`config.mk`:
```
export PLATFORM = sky130hd
export DESIGN_NAME = htl_ctrl
export DESIGN_NICKNAME = d
export VERILOG_FILES = /design/src/htl_pkg.sv /design/src/htl_ctrl.sv
export SDC_FILE = /design/constraint.sdc
export NUM_CORES = 1
export LEC_CHECK = 0
export ABC_AREA = 1
export ABC_CLOCK_PERIOD_IN_PS = 1700
export BUFFER_PORTS_ARGS = -buffer_cell sky130_fd_sc_hd__buf_2
export CORE_AREA = 2 2 39 41
export CTS_CLUSTER_SIZE = 24
export DETAILED_ROUTE_END_ITERATION = 8
export DIE_AREA = 0 0 41 43
export PLACE_DENSITY_LB_ADDON = 0.12
export SETUP_SLACK_MARGIN = 0.15
export SLEW_MARGIN = 20
export SYNTH_ARGS = -nofsm -noshare
export SYNTH_HDL_FRONTEND = slang
export SYNTH_SLANG_ARGS = --single-unit
```
`constraint.sdc`:
```
create_clock -name clk -period 1.7 [get_ports clk]
set_input_delay 0.255 -clock clk [delete_from_list [all_inputs] [get_ports clk]]
set_output_delay 0.255 -clock clk [all_outputs]
set_load 0.005 [all_outputs]
```
`src/htl_pkg.sv`:
```
// Package for the hash tree layout locator: field widths, item packing,
// codes, controller types and a small helper. No dependencies.
`default_nettype none
package htl_pkg;

  localparam int MaxLevels = 63;
  localparam int AddrW     = 48;   // block address width; lookup sums wrap modulo 2^48, build overflow is flagged

  localparam int OpW    = 2;
  localparam int BlkW   = 48;
  localparam int LvlW   = 6;
  localparam int SectW  = 48;
  localparam int BytesW = 32;
  localparam int StatW  = 3;
  localparam int OffW   = 16;
  localparam int SpanW  = 24;
  localparam int ShW    = 5;
  localparam int AmtW   = LvlW + ShW;

  // s_tdata layout
  localparam int InBlkLo   = 0;
  localparam int InLvlLo   = InBlkLo + BlkW;
  localparam int InSectLo  = InLvlLo + LvlW;
  localparam int InBytesLo = InSectLo + SectW;
  localparam int InWrLo    = InBytesLo + BytesW;
  localparam int InTdataW  = 136;
  localparam int OutTdataW = 192;

  localparam int CfgIdxW  = 3;
  localparam int CfgDataW = 48;

  localparam logic [CfgIdxW-1:0] RegFormat    = 3'd0;
  localparam logic [CfgIdxW-1:0] RegDataBits  = 3'd1;
  localparam logic [CfgIdxW-1:0] RegHashBits  = 3'd2;
  localparam logic [CfgIdxW-1:0] RegDigest    = 3'd3;
  localparam logic [CfgIdxW-1:0] RegDataCount = 3'd4;
  localparam logic [CfgIdxW-1:0] RegTreeBase  = 3'd5;

  localparam logic [3:0] SectorBits = 4'd9;

  typedef enum logic [OpW-1:0] {
    OP_BUILD, OP_LOCATE, OP_LEVEL_UP, OP_CHECK_WRITE
  } op_t;

  typedef enum logic [StatW-1:0] {
    ST_OK, ST_MISALIGNED, ST_OUT_OF_RANGE, ST_TOO_MANY, ST_OVERFLOW,
    ST_DIGEST_BIG, ST_BAD_LEVEL
  } status_t;

  typedef enum logic [2:0] {
    S_IDLE, S_BINIT, S_COUNT, S_WALK, S_LOOK0, S_LOOK1, S_DONE
  } state_t;

  typedef enum logic [2:0] {
    CMD_NONE, CMD_LOAD, CMD_BINIT, CMD_COUNT, CMD_WALK, CMD_LOOK0, CMD_LOOK1,
    CMD_FINISH
  } cmd_t;

  typedef struct packed {
    logic out_free;
    logic digest_big;
    logic count_done;
    logic count_exit;
    logic walk_done;
  } dp_stat_t;

  // ceil(log2(x)) for a digest size, x >= 1
  function automatic logic [2:0] clog2_digest(input logic [6:0] x);
    logic [2:0] r;
    r = 3'd0;
    for (int i = 0; i < 7; i++) begin
      if ((8'd1 << i) < {1'b0, x}) r = 3'(i + 1);
    end
    return r;
  endfunction

endpackage
`default_nettype wire

```
`src/htl_ctrl.sv`:
```
// Controller state machine of the hash tree layout locator.
// Depends on htl_pkg; drives htl_dpath by command, reads its status.
`default_nettype none
module htl_ctrl (
  input  wire logic                   clk,
  input  wire logic                   rst,
  input  wire logic                   s_tvalid,
  output logic                        s_tready,
  input  wire logic [htl_pkg::OpW-1:0] op_in,
  input  wire htl_pkg::dp_stat_t      stat,
  output htl_pkg::cmd_t               cmd
);
  import htl_pkg::*;

  state_t state, state_next;

  always_ff @(posedge clk) begin
    if (rst) state <= S_IDLE;
    else     state <= state_next;
  end

  always_comb begin
    state_next = state;
    cmd        = CMD_NONE;
    s_tready   = 1'b0;
    case (state)
      S_IDLE: begin
        s_tready = 1'b1;
        if (s_tvalid) begin
          cmd = CMD_LOAD;
          case (op_t'(op_in))
            OP_BUILD:       state_next = S_BINIT;
            OP_CHECK_WRITE: state_next = S_DONE;
            default:        state_next = S_LOOK0;
          endcase
        end
      end
      S_BINIT: begin
        cmd        = CMD_BINIT;
        state_next = stat.digest_big ? S_DONE : S_COUNT;
      end
      S_COUNT: begin
        cmd = CMD_COUNT;
        if (stat.count_done) state_next = stat.count_exit ? S_DONE : S_WALK;
      end
      S_WALK: begin
        cmd = CMD_WALK;
        if (stat.walk_done) state_next = S_DONE;
      end
      S_LOOK0: begin
        cmd        = CMD_LOOK0;
        state_next = S_LOOK1;
      end
      S_LOOK1: begin
        cmd        = CMD_LOOK1;
        state_next = S_DONE;
      end
      S_DONE: begin
        if (stat.out_free) begin
          cmd        = CMD_FINISH;
          state_next = S_IDLE;
        end
      end
      default: state_next = S_IDLE;
    endcase
  end
endmodule
`default_nettype wire

```
==> results of run 1 <==
metrics by stage:
step	utilization	std cells	power, uW
final	0.289	87	717
after global routing	0.289	87	782
after CTS	0.288	87	725
after detailed placement	0.269	83	590
after global placement	0.269	83	599
after floorplan	-	55	469
Yosys cell counts:
cell type  number
a31o_2          1
inv_1           9
a21oi_1         4
nand2_1        20
o21ai_0         2
o21ai_1         1
inv_2           2
a31oi_1         1
nor3_1          1
nand3b_1        1
nor2_2          2
nand3_1         3
nor2_1          2
nand4_1         2
buf_6           1
dfxtp_1         3
per-layer routing:
layer / global-route usage / vias to the layer above / routed length (um)
li1: - / 205 / -
met1: 0.122 / 156 / 364
met2: 0.159 / 9 / 407
met3: 0.0157 / 0 / 42
met4: 0.0800 / 0 / 0
met5: 0 / - / 0
final cells by class:
cell class / instances / area [um^2] / area share
clock buffer: 4 / 26.3 / 0.0656
tap: 16 / 20.0 / 0.0500
sequential: 3 / 62.6 / 0.156
multi-input combinational: 40 / 185 / 0.463
timing repair buffer: 13 / 65.1 / 0.162
inverter: 11 / 41.3 / 0.103
path summary, 6_finish.rpt:
check / start / cells after the start / slack, ps / end
hold / removal: rst / 2 / 210 / state[2]
hold reg to reg: state[2] / 2 / 540 / state[2]
setup reg to reg: state[0] / 6 / 560 / state[2]
setup / recovery: state[0] / 5 / 190 / cmd[2]
worst max-delay path: stages, from the launching register on:
cell     delay (ps)
dfxtp_1         440
inv_1            90
nand2_1         100
inv_2            60
a31o_2          220
buf_2           120
cells by family (layout without fill, tap and decap cells):
logic type             after synthesis  after routing
buffers and inverters               12             28
flip-flops                           3              3
AND/OR/NAND/NOR                     31             31
AO/OA/AOI/OAI                        9              9
placed cells by master, fill, tap and decap left out:
cell       n
dfxtp_2    2
nand3_1    3
nor2_2     2
nor2_1     2
clkbuf_4   3
a21oi_1    4
nand4_1    2
nor3_1     1
a31oi_1    1
nand2_1   20
inv_2      2
o21ai_0    2
o21ai_1    1
a31o_2     1
nand3b_1   1
buf_2     13
dfxtp_1    1
inv_1      9
clkbuf_1   1
repair_timing:
item	4_1_cts	5_1_grt
setup endpoints to repair	1	1
hold buffers	0	0
resized for setup	1	1
power groups by stage:
| stage | sequential [uW] | clock, uW | combinational [uW] |
|---|---|---|---|
| floorplan | 132 | 0 | 337 |
| global placement | 161 | 0 | 437 |
| detailed placement | 159 | 0 | 431 |
| CTS | 162 | 131 | 433 |
| global route | 170 | 131 | 481 |
| finish | 165 | 124 | 428 |
==> metrics.yaml, run 1 <==
detailed_routing:
  vias: 370
  drt_iter0_markers: 6
  drtPass1Iterations: 4
  wl_um: 814
  viasPerCell: 4.25
  wire_per_inst_um: 9.36
  postRouteAntennaNets: 0
  remaining_drc_errors: 0
placement:
  placed_area_um2: 372
  portBuffers: 13
  globalplace.congestion: 0.678
  post-dp-hpwl_um: 652
  place_ws_ps: 390
yosys:
  syn_inst: 55
  synth_nets: 65
  synth-simple-area-share: 0.454
  synthDistinctLibCells: 16
  yosys_warnings: 0
  synth.cell_area_um2: 298
  synth_top_area_share: 0.252
  synthTopCellsByArea: "nand2_1 25%, dfxtp_1 20%, inv_1 11%"
  synth_top_area_cell: "nand2_1"
  synth_top_family_by_area: "simple AND/OR/NAND/NOR gates"
  ys_seq_elements: 3
  ys_seq_area_frac: 0.202
  synth.area.mux_share: 0
  synth_xor_xnor_area_share: 0
  synth-adder-area-share: 0
  synth_compound_area_frac: 0.168
  syn_area_per_cell_um2: 5.41
power:
  p_sw_uw: 344
  p_comb_frac: 0.597
  switching_share: 0.480
  p_int_uw: 373
  clock_power_share: 0.173
  p_per_area_nw_per_um2: 1790
  p_leak_uw: 0.000235
  vdd_drop_max_mv: 0.510
  seq_power_share: 0.230
grt:
  grt-ovfl-total: 0
  grt_pass1_vias: 338
  antenna_found_initial: 0
  track_usage: 0.104
  grt_pass1_wl_mm: 1.24
  grt_max_degree: 11
sta:
  grt_setup_unrepaired: "no"
  max_slew.worst_pin.slew_ps: 238
  relSlewSlack: 0.841
  fin_crit_sh: 0.886
  fin_crit_ps: 1510
  slew_viol_final: 0
  skew_ps: 0.277
  hold_violations: 0
  whs_ps: 208
  setup_viol: 0
  setup_slack_ps: 193
  clock.fmax_mhz: 664
  fin_tns_setup_ps: 0
die:
  initial_core_util: 0.215
  core_area_um2: 1380
  die_h_um: 43
  die_area_um2: 1760
  ios: 14
  rows: 14
  die_w_um: 41
finish:
  diodes: 0
  synthToLayoutAreaGrowth_pct: 34.5
  num-fill-cells: 167
  largest_reg_flops: 3
  fin_nets: 82
  reg_top3: "state x3"
  regMostFlops: "state"
  drive_gt1_frac: 0.324
  fin_area_um2: 400
clock_tree:
  h-tree-depth: 1
  clk_pin_slew_ps: 40
  cts_tree: "done"
  clockRootBuffer: "clkbuf_4"
  numCtsBuffers: 3
  clkLatencyLatePin_ps: 230
  post_cts_buffers: 0
  clockBufferDepth: 2
  clkSinkCount: 3
worst_setup_path:
  crit_path_end_kind: "primary output"
  cp_max_fo: 6
  path_class: "reg2out"
  critical_path_arrival_ps: 1250
  startpoint_type: "register"
  required_ps: 1440
status:
  status: "finished clean"
job:
  max_cap_violations: 0
min_path:
  hold_path_class: "in2reg"
Note: power is estimated with default switching activity, not from simulation.
==> run 2, diff against run 1 <==
Settings changed: GPL_TIMING_DRIVEN set to 0.
==> run 2 against run 1 <==
Effect of this change: non-clock buffer count grew 1; via count grew 1.6%; clock-buffer cell count unchanged; utilization is 0.72 points higher; critical path type unchanged; cell area is 2.5% higher; flip-flop and latch count unchanged; first-iteration DRC count decreased by 50%; total power rose by 1.7%; critical path depth unchanged; die area unchanged.
==> metrics.yaml, run 2 (synthesized netlist as in run 1, its figures left out) <==
finish:
  drive_gt1_frac: 0.319  # -0.00450
  regMostFlops: "state"
  reg_top3: "state x3"
  layout_commonest_cell: "nand2_1"
  fin_area_um2: 410  # +2.5%
  fin_nets: 83  # +1.2%
  diodes: 0  # unchanged
  synthToLayoutAreaGrowth_pct: 37.8
  largest_reg_flops: 3  # unchanged
  mostFrequentLayoutCells: "20 x nand2_1, 13 x buf_2, 9 x inv_1"
clock_tree:
  clk_pin_slew_ps: 40  # about the same
  clkSinkCount: 3  # unchanged
  clockBufferDepth: 2  # unchanged
  post_cts_buffers: 0  # unchanged
  clkLatencyLatePin_ps: 230  # about the same
  cts_tree: "done"
  numCtsBuffers: 3  # unchanged
  clockRootBuffer: "clkbuf_4"
  cts_hold_buffers: 0  # unchanged
  h-tree-depth: 1  # unchanged
  cts_resized: 0  # -1
power:
  vdd_drop_max_mv: 0.545  # +6.8%
  p_per_area_nw_per_um2: 1780  # -0.77%
  totalPowerFinal_uw: 730  # +1.7%
  p_leak_uw: 0.000240  # +2.5%
die:
  rows: 14  # unchanged
  initial_core_util: 0.215  # unchanged
  die_area_um2: 1760  # unchanged
  die_w_um: 41  # unchanged
  die_h_um: 43  # unchanged
  ios: 14  # unchanged
  core_area_um2: 1380  # unchanged
sta:
  slew_viol_final: 0  # unchanged
  setup_slack_ps: 231  # +37.5 ps
  relSlewSlack: 0.867  # +0.0262
  max_slew.worst_pin.slew_ps: 199  # -39.2 ps
  fin_tns_setup_ps: 0  # unchanged
  skew_ps: 3.98  # +3.70 ps
  hold_violations: 0  # unchanged
  clock.fmax_mhz: 681  # +2.6%
  setup_viol: 0  # unchanged
  grt_setup_unrepaired: "no"
  fin_crit_ps: 1470  # -37.5 ps
  fin_crit_sh: 0.864  # -0.0221
min_path:
  min_path_cells: 2  # unchanged
  min_from: "rst"
  hold_path_class: "in2reg"
worst_setup_path:
  r2r-start: "state[2]"
  crit_path_end_kind: "primary output"
  critical_path_arrival_ps: 1210  # -40 ps
  path_class: "reg2out"
  r2r_cells: 7  # +1
  startpoint_type: "register"
  startpoint: "state[0]"
  required_ps: 1440  # about the same
  cp_max_fo: 6  # unchanged
detailed_routing:
  remaining_drc_errors: 0  # unchanged
  drt_iter0_markers: 3  # -3
  wire_per_inst_um: 8.68  # -7.2%
  drtPass1Iterations: 4  # unchanged
  wl_um: 764  # -6.1%
  viasPerCell: 4.27  # +0.47%
  postRouteAntennaNets: 0  # unchanged
  vias: 376  # +1.6%
grt:
  grt_pass1_vias: 354  # +4.7%
  grt_max_degree: 11  # unchanged
  antenna_found_initial: 0  # unchanged
  grt_pass1_wl_mm: 1.26  # +2.2%
  grt-ovfl-total: 0  # unchanged
  track_usage: 0.104  # unchanged
placement:
  post-dp-hpwl_um: 644  # -1.3%
  globalplace.congestion: 0.702  # +3.5%
  place_ws_ps: 452  # +61.6 ps
  placed_area_um2: 383  # +3.0%
  portBuffers: 13  # unchanged
job:
  max_cap_violations: 0  # unchanged
status:
  status: "finished clean"
==> run 2: final cells by class <==
cell class / count / area [um^2]
Clock buffer: 4 / 26.3
Inverter: 11 / 41.3
Buffer: 1 / 11.3
Timing Repair Buffer: 13 / 65.1
Tap cell: 16 / 20.0
Multi-Input combinational cell: 40 / 185
Fill cell: 161 / 973
Sequential cell: 3 / 61.3
==> run 2: stage by stage <==
step | utilization | std cells | hold slack, ps
CTS | 0.296 | 88 | 213
floorplan | - | 55 | 324
finish | 0.297 | 88 | 216
global placement | 0.277 | 84 | 457
global route | 0.297 | 88 | 229
detailed placement | 0.277 | 84 | 460
==> run 2: worst paths after layout <==
| kind | end | slack [ps] |
|---|---|---|
| hold / removal | state[0] | 220 |
| setup / recovery | cmd[2] | 230 |
| setup reg to reg | state[2] | 610 |
| hold reg to reg | state[0] | 580 |
==> run 2: layer usage <==
metal  share of wire  GRT usage  up-vias  wire length, um
met4               0     0.0800        0                0
met5               0          0        -                0
met2            0.50      0.166       10              380
li1                -          -      209                -
met1            0.44      0.115      157              334
met3           0.065     0.0157        0               50
==> run 2: critical path: stages (launching register included) <==
cell and delay (ps):
dfxtp_1 410, inv_1 80, nand2_1 90, inv_2 60, a31o_2 220, buf_2 120
==> run 2: report_power, final <==
part / total [uW] / switching (uW) / internal, uW
sequential: 141 / 37.0 / 104
clock: 122 / 34.1 / 87.7
combinational: 467 / 267 / 200
total: 730 / 338 / 392
==> run 3, diff against run 2 <==
--- a/config.mk
+++ b/config.mk
@@ -16,3 +16,3 @@
 export PLACE_DENSITY_LB_ADDON = 0.12
-export SETUP_SLACK_MARGIN = 0.15
+export SETUP_SLACK_MARGIN = 0.2
 export SLEW_MARGIN = 20
==> constraint.sdc (replaced) <==
create_clock -name clk -period 1.7 [get_ports clk]
set_input_delay 0.085 -clock clk [delete_from_list [all_inputs] [get_ports clk]]
set_output_delay 0.085 -clock clk [all_outputs]
set_load 0.005 [all_outputs]
==> run 3 against run 2 <==
Effect of this change: worst setup slack gained 150 ps; largest cell class unchanged; highest routed layer unchanged; total power shrank 0.42%; critical endpoint unchanged; clock power about the same; sequential share of layout area down 0.26 points.
==> metrics.yaml, run 3 (synthesized netlist as in run 1, its figures left out) <==
clock_tree:
  clkSinkCount: 3  # unchanged
  h-tree-depth: 1  # unchanged
  numCtsBuffers: 3  # unchanged
  post_cts_buffers: 0  # unchanged
  clkLatencyLatePin_ps: 230  # about the same
  clk_pin_slew_ps: 40  # about the same
  cts_hold_buffers: 0  # unchanged
  clockBufferDepth: 2  # unchanged
  cts_resized: 0  # unchanged
  clockRootBuffer: "clkbuf_4"
  cts_tree: "done"
die:
  rows: 14  # unchanged
  core_area_um2: 1380  # unchanged
  die_area_um2: 1760  # unchanged
  die_w_um: 41  # unchanged
  ios: 14  # unchanged
  initial_core_util: 0.215  # unchanged
  die_h_um: 43  # unchanged
grt:
  grt-ovfl-total: 0  # unchanged
  use_met3: 0.0157  # unchanged
  busiest_layer: "met2"
  track_usage: 0.104  # unchanged
  grt_pass1_wl_mm: 1.26  # unchanged
  grt_max_degree: 11  # unchanged
  antenna_found_initial: 0  # unchanged
  grt.met1_usage: 0.115  # unchanged
  use_met2: 0.166  # unchanged
  grt_pass1_vias: 354  # unchanged
power:
  totalPowerFinal_uw: 726  # -0.42%
  p_leak_uw: 0.000240  # -0.12%
  vdd_drop_max_mv: 0.545  # about the same
  p_per_area_nw_per_um2: 1780  # -0.12%
sta:
  grt_setup_unrepaired: "no"
  fin_crit_ps: 1320  # -148 ps
  max_slew.worst_pin.slew_ps: 246  # +46.9 ps
  hold_violations: 0  # unchanged
  slew_viol_final: 0  # unchanged
  clock.fmax_mhz: 757  # +11%
  setup_slack_ps: 379  # +148 ps
  fin_crit_sh: 0.777  # -0.0873
  skew_ps: 3.75  # -0.230 ps
  fin_tns_setup_ps: 0  # unchanged
  relSlewSlack: 0.836  # -0.0313
  setup_viol: 0  # unchanged
detailed_routing:
  wl_um: 762  # -0.26%
  postRouteAntennaNets: 0  # unchanged
  drtPass1Iterations: 4  # unchanged
  drt_iter0_markers: 3  # unchanged
  viasPerCell: 4.27  # unchanged
  remaining_drc_errors: 0  # unchanged
  vias: 376  # unchanged
  wire_per_inst_um: 8.66  # -0.26%
placement:
  globalplace.congestion: 0.702  # unchanged
  place_ws_ps: 546  # +94.0 ps
  portBuffers: 13  # unchanged
  dp.cells: 84  # unchanged
  post-dp-hpwl_um: 644  # unchanged
finish:
  fin_nets: 83  # unchanged
  regMostFlops: "state"
  fin_cells: 88  # unchanged
  mostFrequentLayoutCells: "20 x nand2_1, 13 x buf_2, 9 x inv_1"
  drive_gt1_frac: 0.306  # -0.0139
  reg_top3: "state x3"
  largest_reg_flops: 3  # unchanged
  utilization: 0.296  # -0.000904
  diodes: 0  # unchanged
  layout_commonest_cell: "nand2_1"
  synthToLayoutAreaGrowth_pct: 37.4
worst_setup_path:
  crit_buf_inv: 2  # -1
  cp_max_fo: 7  # +1
  path_cells: "inv_1 -> nand2_1 -> nand2_1 -> a31o_2 -> buf_2"
  path_delay_family: "flip-flops"
  critical_path_arrival_ps: 1240  # +30 ps
  crit_path_end_kind: "primary output"
  required_ps: 1620  # +180 ps
  crit_top_cell: "nand2_1"
  cp_slowest_cell: "dfxtp_1"
  startpoint_type: "register"
  critical-path-max-stage-delay_ps: 450  # +40 ps
  path_class: "reg2out"
job:
  max_cap_violations: 0  # unchanged
status:
  status: "finished clean"
min_path:
  hold_path_class: "in2reg"
[run 3: cell counts in the layout (fill, tap and decap cells not counted)]
No cell type changed its count.
[run 3: final timing paths]
kind / endpoint / slack (ps) / cells past startpoint / from
setup / recovery: cmd[2] / 380 / 5 / state[1]
hold / removal: state[0] / 50 / 2 / rst
setup reg to reg: state[1] / 570 / 5 / state[1]
hold reg to reg: state[0] / 600 / 2 / state[0]
[run 3: metrics by stage]
| step | hold slack (ps) | instance area [um^2] |
|---|---|---|
| 2_1_floorplan | 154 | 298 |
| 3_3_place_gp | 287 | 383 |
| 3_5_place_dp | 290 | 383 |
| 4_1_cts | 43.4 | 409 |
| 5_1_grt | 59.0 | 409 |
| 6_report | 46.2 | 409 |
[run 3: power by group]
group	internal [uW]	switching, uW	leakage (uW)	total (uW)
combinational	199	267	0.000200	466
sequential	102	36.9	0.0000248	139
clock	87.7	34.0	0.0000150	122
total	389	338	0.000240	726
[run 3: worst register-to-register path: stages (launching register included)]
cell,delay [ps]
dfxtp_1,450
inv_1,100
nand2_1,110
o21ai_0,110
a31oi_1,170
a21oi_1,80
[run 3: layout make-up]
cell class              instances  area (um^2)
plain buffers                   1         11.3
clock buffers                   4         26.3
fillers                       161          975
inverters                      11         41.3
multi-input cells              40          185
flip-flops and latches          3         60.1
well taps                      16         20.0
repair buffers                 13         65.1
[run 3: routing by layer]
metal / vias up / wire (um)
li1: 209 / -
met1: 157 / 332
met2: 10 / 380
met3: 0 / 50
met4: 0 / 0
met5: - / 0
